==> config.mk <==
export PLATFORM = sky130hd
export DESIGN_NAME = iso8601_instant_parser_unit
export DESIGN_NICKNAME = d
export VERILOG_FILES = /design/src/iip_pkg.sv /design/src/iso8601_instant_parser_unit.sv
export SDC_FILE = /design/constraint.sdc
export NUM_CORES = 1
export LEC_CHECK = 0
export CAP_MARGIN = 20
export CORE_MARGIN = 2
export CORE_UTILIZATION = 61
export DETAILED_ROUTE_END_ITERATION = 8
export DONT_BUFFER_PORTS = 1
export HOLD_SLACK_MARGIN = 0.12
export PLACE_DENSITY = 0.88
export SYNTH_ARGS = -nofsm -noshare
export SYNTH_HDL_FRONTEND = slang
export SYNTH_SLANG_ARGS = --single-unit
==> constraint.sdc <==
create_clock -name clk -period 7.58 [get_ports clk]
set_input_delay 1.137 -clock clk [delete_from_list [all_inputs] [get_ports clk]]
set_output_delay 1.137 -clock clk [all_outputs]
set_load 0.02 [all_outputs]
==> src/iip_pkg.sv <==
`timescale 1ns / 1ps
// ----------------------------------------------------------------------------
// iip_pkg: constants and calendar helpers for the ISO-8601 instant parser
// Day offsets, digit limits and the month tables used by the day-number path.
// ----------------------------------------------------------------------------
package iip_pkg;

	// Field and result widths
	localparam int unsigned CHAR_W   = 8;
	localparam int unsigned DAY_W    = 23;
	localparam int unsigned MS_W     = 27;
	localparam int unsigned YEAR_W   = 14;
	localparam int unsigned ACC_W    = 7;
	localparam int unsigned MILLI_W  = 10;
	localparam int unsigned FD_W     = 4;
	localparam int unsigned YDAYS_W  = 22;
	localparam int unsigned BASE_W   = 24;

	// Days from 0000-01-01 to 1970-01-01, plus one for the 1-based day of month
	localparam logic [BASE_W-1:0] EPOCH_BASE = BASE_W'(719529);

	// Reciprocal of 100: (y * RECIP_100) >> RECIP_SHIFT == y / 100 for y < 43699
	localparam logic [12:0] RECIP_100   = 13'd5243;
	localparam int unsigned RECIP_SHIFT = 19;

	// Digit counts per field
	localparam logic [FD_W-1:0] YEAR_DIGITS = FD_W'(4);
	localparam logic [FD_W-1:0] TWO_DIGITS  = FD_W'(2);
	localparam logic [FD_W-1:0] FRAC_MAX    = FD_W'(9);
	localparam logic [FD_W-1:0] FRAC_KEEP   = FD_W'(3);

	// ASCII codes
	localparam logic [CHAR_W-1:0] CH_0     = 8'h30;
	localparam logic [CHAR_W-1:0] CH_9     = 8'h39;
	localparam logic [CHAR_W-1:0] CH_DASH  = 8'h2D;
	localparam logic [CHAR_W-1:0] CH_COLON = 8'h3A;
	localparam logic [CHAR_W-1:0] CH_DOT   = 8'h2E;
	localparam logic [CHAR_W-1:0] CH_SPACE = 8'h20;
	localparam logic [CHAR_W-1:0] CH_UT    = 8'h54;
	localparam logic [CHAR_W-1:0] CH_LT    = 8'h74;
	localparam logic [CHAR_W-1:0] CH_UZ    = 8'h5A;
	localparam logic [CHAR_W-1:0] CH_LZ    = 8'h7A;

	// Days in the year before the first of the month (non-leap)
	function automatic logic [8:0] cum_days(input logic [ACC_W-1:0] month);
		logic [8:0] d;
		case (month)
			7'd1:    d = 9'd0;
			7'd2:    d = 9'd31;
			7'd3:    d = 9'd59;
			7'd4:    d = 9'd90;
			7'd5:    d = 9'd120;
			7'd6:    d = 9'd151;
			7'd7:    d = 9'd181;
			7'd8:    d = 9'd212;
			7'd9:    d = 9'd243;
			7'd10:   d = 9'd273;
			7'd11:   d = 9'd304;
			7'd12:   d = 9'd334;
			default: d = 9'd0;
		endcase
		return d;
	endfunction

	// Length of the month; zero for a month that does not exist
	function automatic logic [4:0] month_len(input logic [ACC_W-1:0] month, input logic leap);
		logic [4:0] d;
		case (month)
			7'd1, 7'd3, 7'd5, 7'd7, 7'd8, 7'd10, 7'd12: d = 5'd31;
			7'd4, 7'd6, 7'd9, 7'd11:                   d = 5'd30;
			7'd2:    d = leap ? 5'd29 : 5'd28;
			default: d = 5'd0;
		endcase
		return d;
	endfunction

endpackage

==> src/iso8601_instant_parser_unit.sv <==
`timescale 1ns / 1ps
// ----------------------------------------------------------------------------
// iso8601_instant_parser_unit: streaming ISO-8601 timestamp parser
// Takes text one byte per request; on the last byte returns a valid flag,
// days since 1970-01-01 and milliseconds of day.
// ----------------------------------------------------------------------------
//  channel | handshake            | payload
//  --------+----------------------+-------------------------------------------
//  request | req_valid/req_ready  | char_byte[7:0], last
//  result  | res_valid/res_ready  | valid_res, day_number[22:0], millis_of_day
//
//  One byte is taken per cycle while req_ready is high; a result is registered
//  as its last byte is taken. Calendar terms (year / 100, leap, year days, month
//  offset, hour-minute millis) are worked out on the separator and digit
//  bytes that follow each field, so the last byte needs only short adds.
//  arst_n clears the parser state and the output register.
//  req_ready drops only while a result is held and res_ready is low.
// ----------------------------------------------------------------------------
module iso8601_instant_parser_unit #(
	parameter int unsigned MAX_LEN = 40
) (
	input  logic                          clk,
	input  logic                          arst_n,
	input  logic                          req_valid,
	output logic                          req_ready,
	input  logic [iip_pkg::CHAR_W-1:0]    char_byte,
	input  logic                          last,
	output logic                          res_valid,
	input  logic                          res_ready,
	output logic                          valid_res,
	output logic signed [iip_pkg::DAY_W-1:0] day_number,
	output logic [iip_pkg::MS_W-1:0]      millis_of_day
);
	import iip_pkg::*;

	localparam int unsigned CNT_W = $clog2(MAX_LEN + 1);

	typedef enum logic [3:0] {
		PH_YEAR, PH_DASH1, PH_MONTH, PH_DASH2, PH_DAY, PH_DATE_END, PH_HOUR,
		PH_COLON1, PH_MINUTE, PH_COLON2, PH_SECOND, PH_SEC_END, PH_FRAC, PH_ZULU
	} phase_t;

	// Parser state
	phase_t              phase_q;
	logic [CNT_W-1:0]    count_q;
	logic [FD_W-1:0]     fd_q;
	logic [YEAR_W-1:0]   year_q;
	logic [ACC_W-1:0]    month_q, day_q, hour_q, minute_q, second_q;
	logic [MILLI_W-1:0]  milli_q;
	logic                failed_q;

	// Calendar terms prepared while the string streams in
	logic [YEAR_W-1:0]   q100_q;
	logic                r100nz_q;
	logic                leap_q;
	logic [YDAYS_W-1:0]  ydays_q;
	logic [BASE_W-1:0]   base_q;
	logic [4:0]          lim_q;
	logic [MS_W-1:0]     hm_ms_q;

	// Next state
	phase_t              nx_phase;
	logic [CNT_W-1:0]    nx_count;
	logic [FD_W-1:0]     nx_fd;
	logic [YEAR_W-1:0]   nx_year;
	logic [ACC_W-1:0]    nx_month, nx_day, nx_hour, nx_minute, nx_second;
	logic [MILLI_W-1:0]  nx_milli;
	logic                nx_failed;

	logic                accept;
	logic                dig, zee;
	logic [3:0]          dv;
	logic [FD_W-1:0]     fd_inc;

	assign req_ready = !res_valid || res_ready;
	assign accept    = req_valid && req_ready;

	assign dig    = (char_byte >= CH_0) && (char_byte <= CH_9);
	assign dv     = dig ? char_byte[3:0] : 4'd0;
	assign zee    = (char_byte == CH_UZ) || (char_byte == CH_LZ);
	assign fd_inc = fd_q + FD_W'(1);

	// Grammar step for one byte
	always_comb begin
		nx_phase  = phase_q;
		nx_count  = count_q;
		nx_fd     = fd_q;
		nx_year   = year_q;
		nx_month  = month_q;
		nx_day    = day_q;
		nx_hour   = hour_q;
		nx_minute = minute_q;
		nx_second = second_q;
		nx_milli  = milli_q;
		nx_failed = failed_q;
		if (count_q == CNT_W'(MAX_LEN)) begin
			nx_failed = 1'b1;
		end else begin
			nx_count = count_q + CNT_W'(1);
			if (!failed_q) begin
				case (phase_q)
					PH_YEAR: begin
						if (dig) begin
							nx_year = YEAR_W'(year_q * YEAR_W'(10) + YEAR_W'(dv));
							nx_fd   = fd_inc;
							if (fd_inc >= YEAR_DIGITS) begin
								nx_fd    = '0;
								nx_phase = PH_DASH1;
							end
						end else nx_failed = 1'b1;
					end
					PH_DASH1: begin
						if (char_byte == CH_DASH) nx_phase = PH_MONTH;
						else nx_failed = 1'b1;
					end
					PH_DASH2: begin
						if (char_byte == CH_DASH) nx_phase = PH_DAY;
						else nx_failed = 1'b1;
					end
					PH_MONTH, PH_DAY, PH_HOUR, PH_MINUTE, PH_SECOND: begin
						if (dig) begin
							nx_fd = fd_inc;
							case (phase_q)
								PH_MONTH:  nx_month  = ACC_W'(month_q * ACC_W'(10) + ACC_W'(dv));
								PH_DAY:    nx_day    = ACC_W'(day_q * ACC_W'(10) + ACC_W'(dv));
								PH_HOUR:   nx_hour   = ACC_W'(hour_q * ACC_W'(10) + ACC_W'(dv));
								PH_MINUTE: nx_minute = ACC_W'(minute_q * ACC_W'(10) + ACC_W'(dv));
								default:   nx_second = ACC_W'(second_q * ACC_W'(10) + ACC_W'(dv));
							endcase
							if (fd_inc >= TWO_DIGITS) begin
								nx_fd    = '0;
								nx_phase = phase_t'(phase_q + 4'd1);
							end
						end else nx_failed = 1'b1;
					end
					PH_DATE_END: begin
						if (char_byte == CH_UT || char_byte == CH_LT || char_byte == CH_SPACE)
							nx_phase = PH_HOUR;
						else nx_failed = 1'b1;
					end
					PH_COLON1: begin
						if (char_byte == CH_COLON) nx_phase = PH_MINUTE;
						else nx_failed = 1'b1;
					end
					PH_COLON2: begin
						if (char_byte == CH_COLON) nx_phase = PH_SECOND;
						else nx_failed = 1'b1;
					end
					PH_SEC_END: begin
						if (char_byte == CH_DOT) begin
							nx_phase = PH_FRAC;
							nx_fd    = '0;
						end else if (zee) nx_phase = PH_ZULU;
						else nx_failed = 1'b1;
					end
					PH_FRAC: begin
						if (dig) begin
							if (fd_q >= FRAC_MAX) begin
								nx_failed = 1'b1;
							end else begin
								if (fd_q < FRAC_KEEP)
									nx_milli = MILLI_W'(milli_q * MILLI_W'(10) + MILLI_W'(dv));
								nx_fd = fd_inc;
							end
						end else if (zee && fd_q != '0) nx_phase = PH_ZULU;
						else nx_failed = 1'b1;
					end
					default: nx_failed = 1'b1;
				endcase
			end
		end
	end

	// Result from the state after the last byte
	logic                phase_ok, date_ok, time_ok, ok;
	logic                is_frac;
	logic [MS_W-1:0]     milli_sc;
	logic [MS_W-1:0]     ms_sum;
	logic [BASE_W-1:0]   day_sum;

	always_comb begin
		phase_ok = (nx_phase == PH_DATE_END) || (nx_phase == PH_SEC_END) ||
			(nx_phase == PH_ZULU) || ((nx_phase == PH_FRAC) && (nx_fd != '0));
		date_ok  = (nx_month >= 7'd1) && (nx_month <= 7'd12) && (nx_day != '0) &&
			(nx_day <= ACC_W'(lim_q));
		time_ok  = (nx_phase == PH_DATE_END) ||
			((nx_hour <= 7'd23) && (nx_minute <= 7'd59) && (nx_second <= 7'd59));
		ok       = !nx_failed && phase_ok && date_ok && time_ok;

		// Short fractions are padded out to three digits
		is_frac  = (nx_phase == PH_FRAC) || (nx_phase == PH_ZULU);
		milli_sc = MS_W'(nx_milli);
		if (is_frac && nx_fd == FD_W'(1))      milli_sc = MS_W'(nx_milli * 17'd100);
		else if (is_frac && nx_fd == FD_W'(2)) milli_sc = MS_W'(nx_milli * 14'd10);

		ms_sum  = hm_ms_q + MS_W'(nx_second * 17'd1000) + milli_sc;
		day_sum = base_q + BASE_W'(nx_day);
	end

	// Parser state and output register
	always_ff @(posedge clk or negedge arst_n) begin
		if (!arst_n) begin
			phase_q       <= PH_YEAR;
			count_q       <= '0;
			fd_q          <= '0;
			year_q        <= '0;
			month_q       <= '0;
			day_q         <= '0;
			hour_q        <= '0;
			minute_q      <= '0;
			second_q      <= '0;
			milli_q       <= '0;
			failed_q      <= 1'b0;
			res_valid     <= 1'b0;
			valid_res     <= 1'b0;
			day_number    <= '0;
			millis_of_day <= '0;
		end else begin
			if (accept && last) res_valid <= 1'b1;
			else if (res_ready) res_valid <= 1'b0;
			if (accept) begin
				if (last) begin
					phase_q       <= PH_YEAR;
					count_q       <= '0;
					fd_q          <= '0;
					year_q        <= '0;
					month_q       <= '0;
					day_q         <= '0;
					hour_q        <= '0;
					minute_q      <= '0;
					second_q      <= '0;
					milli_q       <= '0;
					failed_q      <= 1'b0;
					valid_res     <= ok;
					day_number    <= ok ? DAY_W'(day_sum) : '0;
					millis_of_day <= (ok && nx_phase != PH_DATE_END) ? ms_sum : '0;
				end else begin
					phase_q  <= nx_phase;
					count_q  <= nx_count;
					fd_q     <= nx_fd;
					year_q   <= nx_year;
					month_q  <= nx_month;
					day_q    <= nx_day;
					hour_q   <= nx_hour;
					minute_q <= nx_minute;
					second_q <= nx_second;
					milli_q  <= nx_milli;
					failed_q <= nx_failed;
				end
			end
		end
	end

	// Calendar terms, one step per byte once each field is complete
	logic [YEAR_W-1:0]  c100;
	logic [26:0]        q100_prod;
	logic [YDAYS_W-1:0] ydays_nx;
	logic [BASE_W-1:0]  base_nx;
	logic [12:0]        hm_min;

	always_comb begin
		q100_prod = year_q * RECIP_100;
		c100      = q100_q + YEAR_W'(r100nz_q);
		ydays_nx  = YDAYS_W'(year_q * YDAYS_W'(365)) + YDAYS_W'((year_q + YEAR_W'(3)) >> 2)
			- YDAYS_W'(c100) + YDAYS_W'((c100 + YEAR_W'(3)) >> 2);
		base_nx   = BASE_W'(ydays_q) + BASE_W'(cum_days(month_q))
			+ BASE_W'(leap_q && (month_q > 7'd2)) - EPOCH_BASE;
		hm_min    = 13'(hour_q * 13'd60) + 13'(minute_q);
	end

	always_ff @(posedge clk) begin
		if (accept) begin
			case (phase_q)
				PH_DASH1: q100_q <= YEAR_W'(q100_prod >> RECIP_SHIFT);
				PH_MONTH: begin
					if (fd_q == '0) begin
						r100nz_q <= (year_q != YEAR_W'(q100_q * YEAR_W'(100)));
						leap_q   <= (year_q[1:0] == 2'd0) &&
							((year_q != YEAR_W'(q100_q * YEAR_W'(100))) || (q100_q[1:0] == 2'd0));
					end else begin
						ydays_q <= ydays_nx;
					end
				end
				PH_DASH2: begin
					base_q <= base_nx;
					lim_q  <= month_len(month_q, leap_q);
				end
				PH_COLON2: hm_ms_q <= MS_W'(hm_min * 29'd60000);
				default: ;
			endcase
		end
	end

endmodule
### Yosys cells after proc, flatten, opt, wreduce, memory -nomap -nowiden

Memory sizes are Yosys's and may differ from the RTL's.
Index checks and enable logic that the tools add are counted.

* register bits: 208
* ROM bits: 144
* input port bits: 13
* output and inout port bits: 53
* logic and storage cells: 269
* memories kept: 1

Memory list
* (no name shown): words 16, width 9, rd ports 1, clocked after memory_dff 0, write ports 0, line iip_pkg.sv:47 `case (month)`

* $add $sub $neg: 23
* multiply operators: 15
* $lt $le $gt $ge: 13
* equality and inequality tests: 43
* muxes and demuxes: 95
* bitwise gates (word level): 1
* reductions and logical operators: 56

Operators by type and width (count)
* $mux W7: 30
* $mux W4: 27
* $mux W14: 6
* $mux W10: 7
* $pmux W4 S9: 1
* $add A7 B4 Y7: 5
* $eq A7 B4 Y1 const B: 5
* $mul A7 B3 Y6 const B: 5
* $eq A4 B4 Y1 const B: 8
* $eq A8 B6 Y1 const B: 4
* $eq A8 B7 Y1 const B: 4
* $eq A7 B3 Y1 const B: 4
* $add A27 B17 Y27: 1
* $add A27 B27 Y27: 1
* $mul A14 B13 Y27 const B: 1
* $mux W27: 1
* $add A22 B9 Y23: 1
* $add A23 B1 Y23: 1
* $add A23 B7 Y23: 1
* $mux W23: 1
* $sub A23 B20 Y23 const B: 1
* $add A22 B13 Y22: 1
* $add A22 B8 Y22: 1
* $mul A13 B11 Y22 const B: 1
* 63 further kinds: 128

### Depth between registers and ports, before layout

* depth after elaboration: 17
* gate-level depth with buffers: 36
* gate-level depth less buffers: 34

### Worst setup path before layout

No wires, ideal clock.

* path kind: in2reg
* start: input char_byte[6] (netlist name)
* end: register millis_of_day[25] (netlist name)
* setup time: 0.119 ns
* data arrival time: 8.294 ns
* data required time: 7.461 ns
* setup slack: -0.833 ns
* cell stages on the path: 33
* path buffers: 2
* path through: and4bb_1 > buf_6 > buf_4 > and3_1 > ha_1 > nand3b_1 > a21oi_1 > o22ai_1 > xor2_1 > a21oi_1 > ha_1 > inv_1 > fa_1 > fa_1 > fa_1 > inv_1 > ha_1 > o21ai_0 > a21boi_0 > o21ai_0 > a21oi_1 > o21ai_0 > nand2b_1 > a21o_1 > a21oi_1 > xnor2_1 > fa_1 > ha_1 > o41ai_1 > nor2b_1 > o2111ai_1 > xor2_1 > o21ai_2

* cells in the longest elaborated chain, start to end: 17
* elaborated cells between the ends (all ways): 126
* classes of those cells: add/sub (8); mul (3); order compare (8); eq/ne (15); mux (67); reduce/logical (25)

Ends and longest elaborated chain
* start: declaration: line iso8601_instant_parser_unit.sv:26 `input logic [iip_pkg::CHAR_W-1:0] char_byte,`
* parallel branches: the longest is 16 deep, another holds $add A27 B17 Y27
* $mux W27 *: line iso8601_instant_parser_unit.sv:236 `millis_of_day <= (ok && nx_phase != PH_DATE_END) ? ms_sum : '0;`
* end signal: assignment: line iso8601_instant_parser_unit.sv:236
* end: declaration: line iso8601_instant_parser_unit.sv:32 `output logic [iip_pkg::MS_W-1:0] millis_of_day`

Every way passes the cells marked *.
A chain may end at the register's enable or synchronous reset.

### Worst setup path after layout

* start: input char_byte[7] (netlist name)
* end: register millis_of_day[23] (netlist name)

Same word-level chain as after synthesis.

==> run metrics <==
outcome=finished clean; first-pass GRT wire length=114.3 mm; worst path required time=8010 ps; synth warn=0; hold_buf cts=0; post-synthesis average cell area=slightly below 10 um^2; clock root cell=clkbuf_16; die height=between 200 and 250 um; Final nets=3,776; DR pass1 iterations=7; Inst Count DP=3,578; CTS tree=yes; setup violators final=0; Yosys reg bits=around 210; IO Port Bufs=0; Post-synth EDFFs=80; post-DP HPWL=approximately 56 mm; Iter 0 DRT Violations=1,715; final worst-path setup slack=about 11 ps; antenna cells=0; WP buf/inv=5; vias in the first global route=23,390; htree depth=1; Largest delay share family, worst path=adder cells; initial antenna violation count=0; die width=218.7 um; top cells by area, synth=ha_1 22%, fa_1 18%, dfrtp_1 11%; number of CTS-inserted buffers=26; vias=21,710; CP Class=input pin to flop; Max-cap violations=0; area grow syn2layout=9.227%; Top FF cell, synth=dfrtp_1; site row count=a little under 80; RSZ-0062 raised after global routing=yes; Synth top area share=0.2176; hold crit path type=input pin to async pin; DRT Wirelength=roughly 70 mm; endpoint class of the critical path=flop; Hold WS=271.7 ps; Async SR Flop Fraction=0.6117; Non-Filler Instances=roughly 3,600; Worst Skew=approximately 30 ps; worst rel slew slack=0.3148; most common cell after layout, fill and taps aside=inv_1; Top Ports=between 60 and 70; Final min period=approximately 7600 ps; Final Hold Viols=0; post-synthesis sequential area ratio=0.1975; total track usage=0.2967; Routed WL per cell=between 15 and 20 um; Worst Setup Start Kind=input pin; Routed Antenna Nets=0; GR Overflow Total=0; Clock transition at path regs=~60 ps; Final TNS setup=0 ps; post-DR vias/cell=approximately 6.0; pwr dens=roughly 110 nW/um^2; leakage power=roughly 16 nW; largest net degree at the start of global routing=roughly 130; initial core utilization=0.6184; Max Transition Viols Final=0; GPL Wtd Cong=approximately 0.95; post-synth top area cell=ha_1; Syn Inst Count=slightly below 3,000; Post-Syn Nets=~3,700; Max Fclk=0.1321 GHz; highest-count cells in the layout ignoring fill and taps=508 x inv_1, 484 x ha_1, 258 x fa_1; maximum VDD drop=about 0.00021 V; Final period util=0.9985; clock sink total=a little over 200; Clock Path Buffers=3; share of cells above drive strength 1=0.09223; synth unique cells=95; fill count=around 3,200; mapped cell area=between 20,000 and 30,000 um^2; die area=approximately 48,000 um^2; Worst EP arrival=approximately 8000 ps; drt drc=0; Tightest Pin Transition=1027 ps; Critical Path Max Stage Delay=540 ps; Core Box Area=about 45,000 um^2; slowest CP cell=fa_1; Most common cell on crit path=fa_1; Clock Latency Late Sink=580 ps; pre-CTS setup slack=-360.2 ps; maximum fanout along the worst path=5
-- synth_stat cells, types with 5 or more instances --
cell type / instances
clkbuf_1: 35
buf_6: 5
nand3b_1: 13
or2_2: 5
o21ai_2: 22
buf_2: 7
o21bai_1: 20
a31oi_1: 15
nor2_1: 108
nor4_1: 9
a211oi_1: 5
mux2_2: 6
nand2b_1: 24
nor2b_1: 23
fa_1: 258
or4_1: 7
a21oi_1: 110
o31ai_1: 6
mux2i_1: 21
dfrtp_1: 126
and2_1: 9
a21boi_0: 7
a21o_1: 40
or3_1: 12
nand2_1: 203
a22oi_1: 14
xnor2_1: 183
nand4_1: 22
nand3_1: 40
o2111ai_1: 11
o21ai_1: 21
inv_1: 513
nor3_1: 44
edfxtp_1: 80
ha_1: 489
xor2_1: 94
o22ai_1: 16
a22o_1: 22
o21ai_0: 113
and3_1: 27
o21a_1: 19
o211ai_1: 11
-- area by class of cell --
class / instances / area (um^2) / area share
multi-input combinational: 2144 / 20620 / 0.6712
sequential: 206 / 5557 / 0.1809
inverter: 514 / 1929 / 0.06281
timing repair buffer: 124 / 983.4 / 0.03201
tap: 600 / 750.7 / 0.02444
clock buffer: 33 / 696.9 / 0.02269
clock inverter: 15 / 183.9 / 0.005988
-- through the flow --
step,instance area [um^2],total power [mW],util
floorplan,28220,1.855,-
global placement,29590,1.990,0.6506
detailed placement,29590,2.046,0.6506
CTS,30480,3.340,0.6701
global route,30720,3.530,0.6754
finish,30720,3.359,0.6754
-- worst paths after layout --
kind	start	endpoint	slack, ps	cells after the start
max	char_byte[7]	millis_of_day[23]	10	29
min	arst_n	millis_of_day[22]	270	0
max reg2reg	count_q[0]	millis_of_day[23]	40	30
min reg2reg	second_q[6]	second_q[6]	480	2
max in group asynchronous	arst_n	phase_q[0]	7090	0
min in group clk	second_q[6]	second_q[6]	480	2
-- timing repair --
item | in CTS | in global routing
pin swaps | 0 | 13
setup endpoints to repair | 2 | 14
setup buffers | 0 | 8
gates resized for setup | 1 | 33
-- power breakdown --
group / switching [mW] / internal [mW]
combinational: 0.493 / 0.362
sequential: 0.0191 / 1.19
clock: 0.533 / 0.758
-- registers in the layout (all words and copies together) (netlist names) --
signal         cells
r100nz_q           1
leap_q             1
second_q           7
ydays_q           22
base_q            23
q100_q             8
failed_q           1
month_q            7
res_valid          1
phase_q            4
valid_res          1
minute_q           7
count_q            6
millis_of_day     27
hour_q             7
milli_q           10
year_q            14
day_number        23
fd_q               4
day_q              7
hm_ms_q           22
lim_q              3
-- cell families after synthesis --
kind of cell / share of synthesized area
flops: 0.1975
buf+inv: 0.07759
mux: 0.01068
fa+ha+maj: 0.4023
compound gates: 0.1197
simple gates: 0.1052
xor+xnor: 0.08707
-- metal layers --
metal | wire [um] | GRT usage
met1 | 26040 | 0.3392
met2 | 36590 | 0.5527
met3 | 4048 | 0.03716
met4 | 3381 | 0.1286
met5 | 0 | 0
Note: power is estimated with default switching activity, not from simulation.
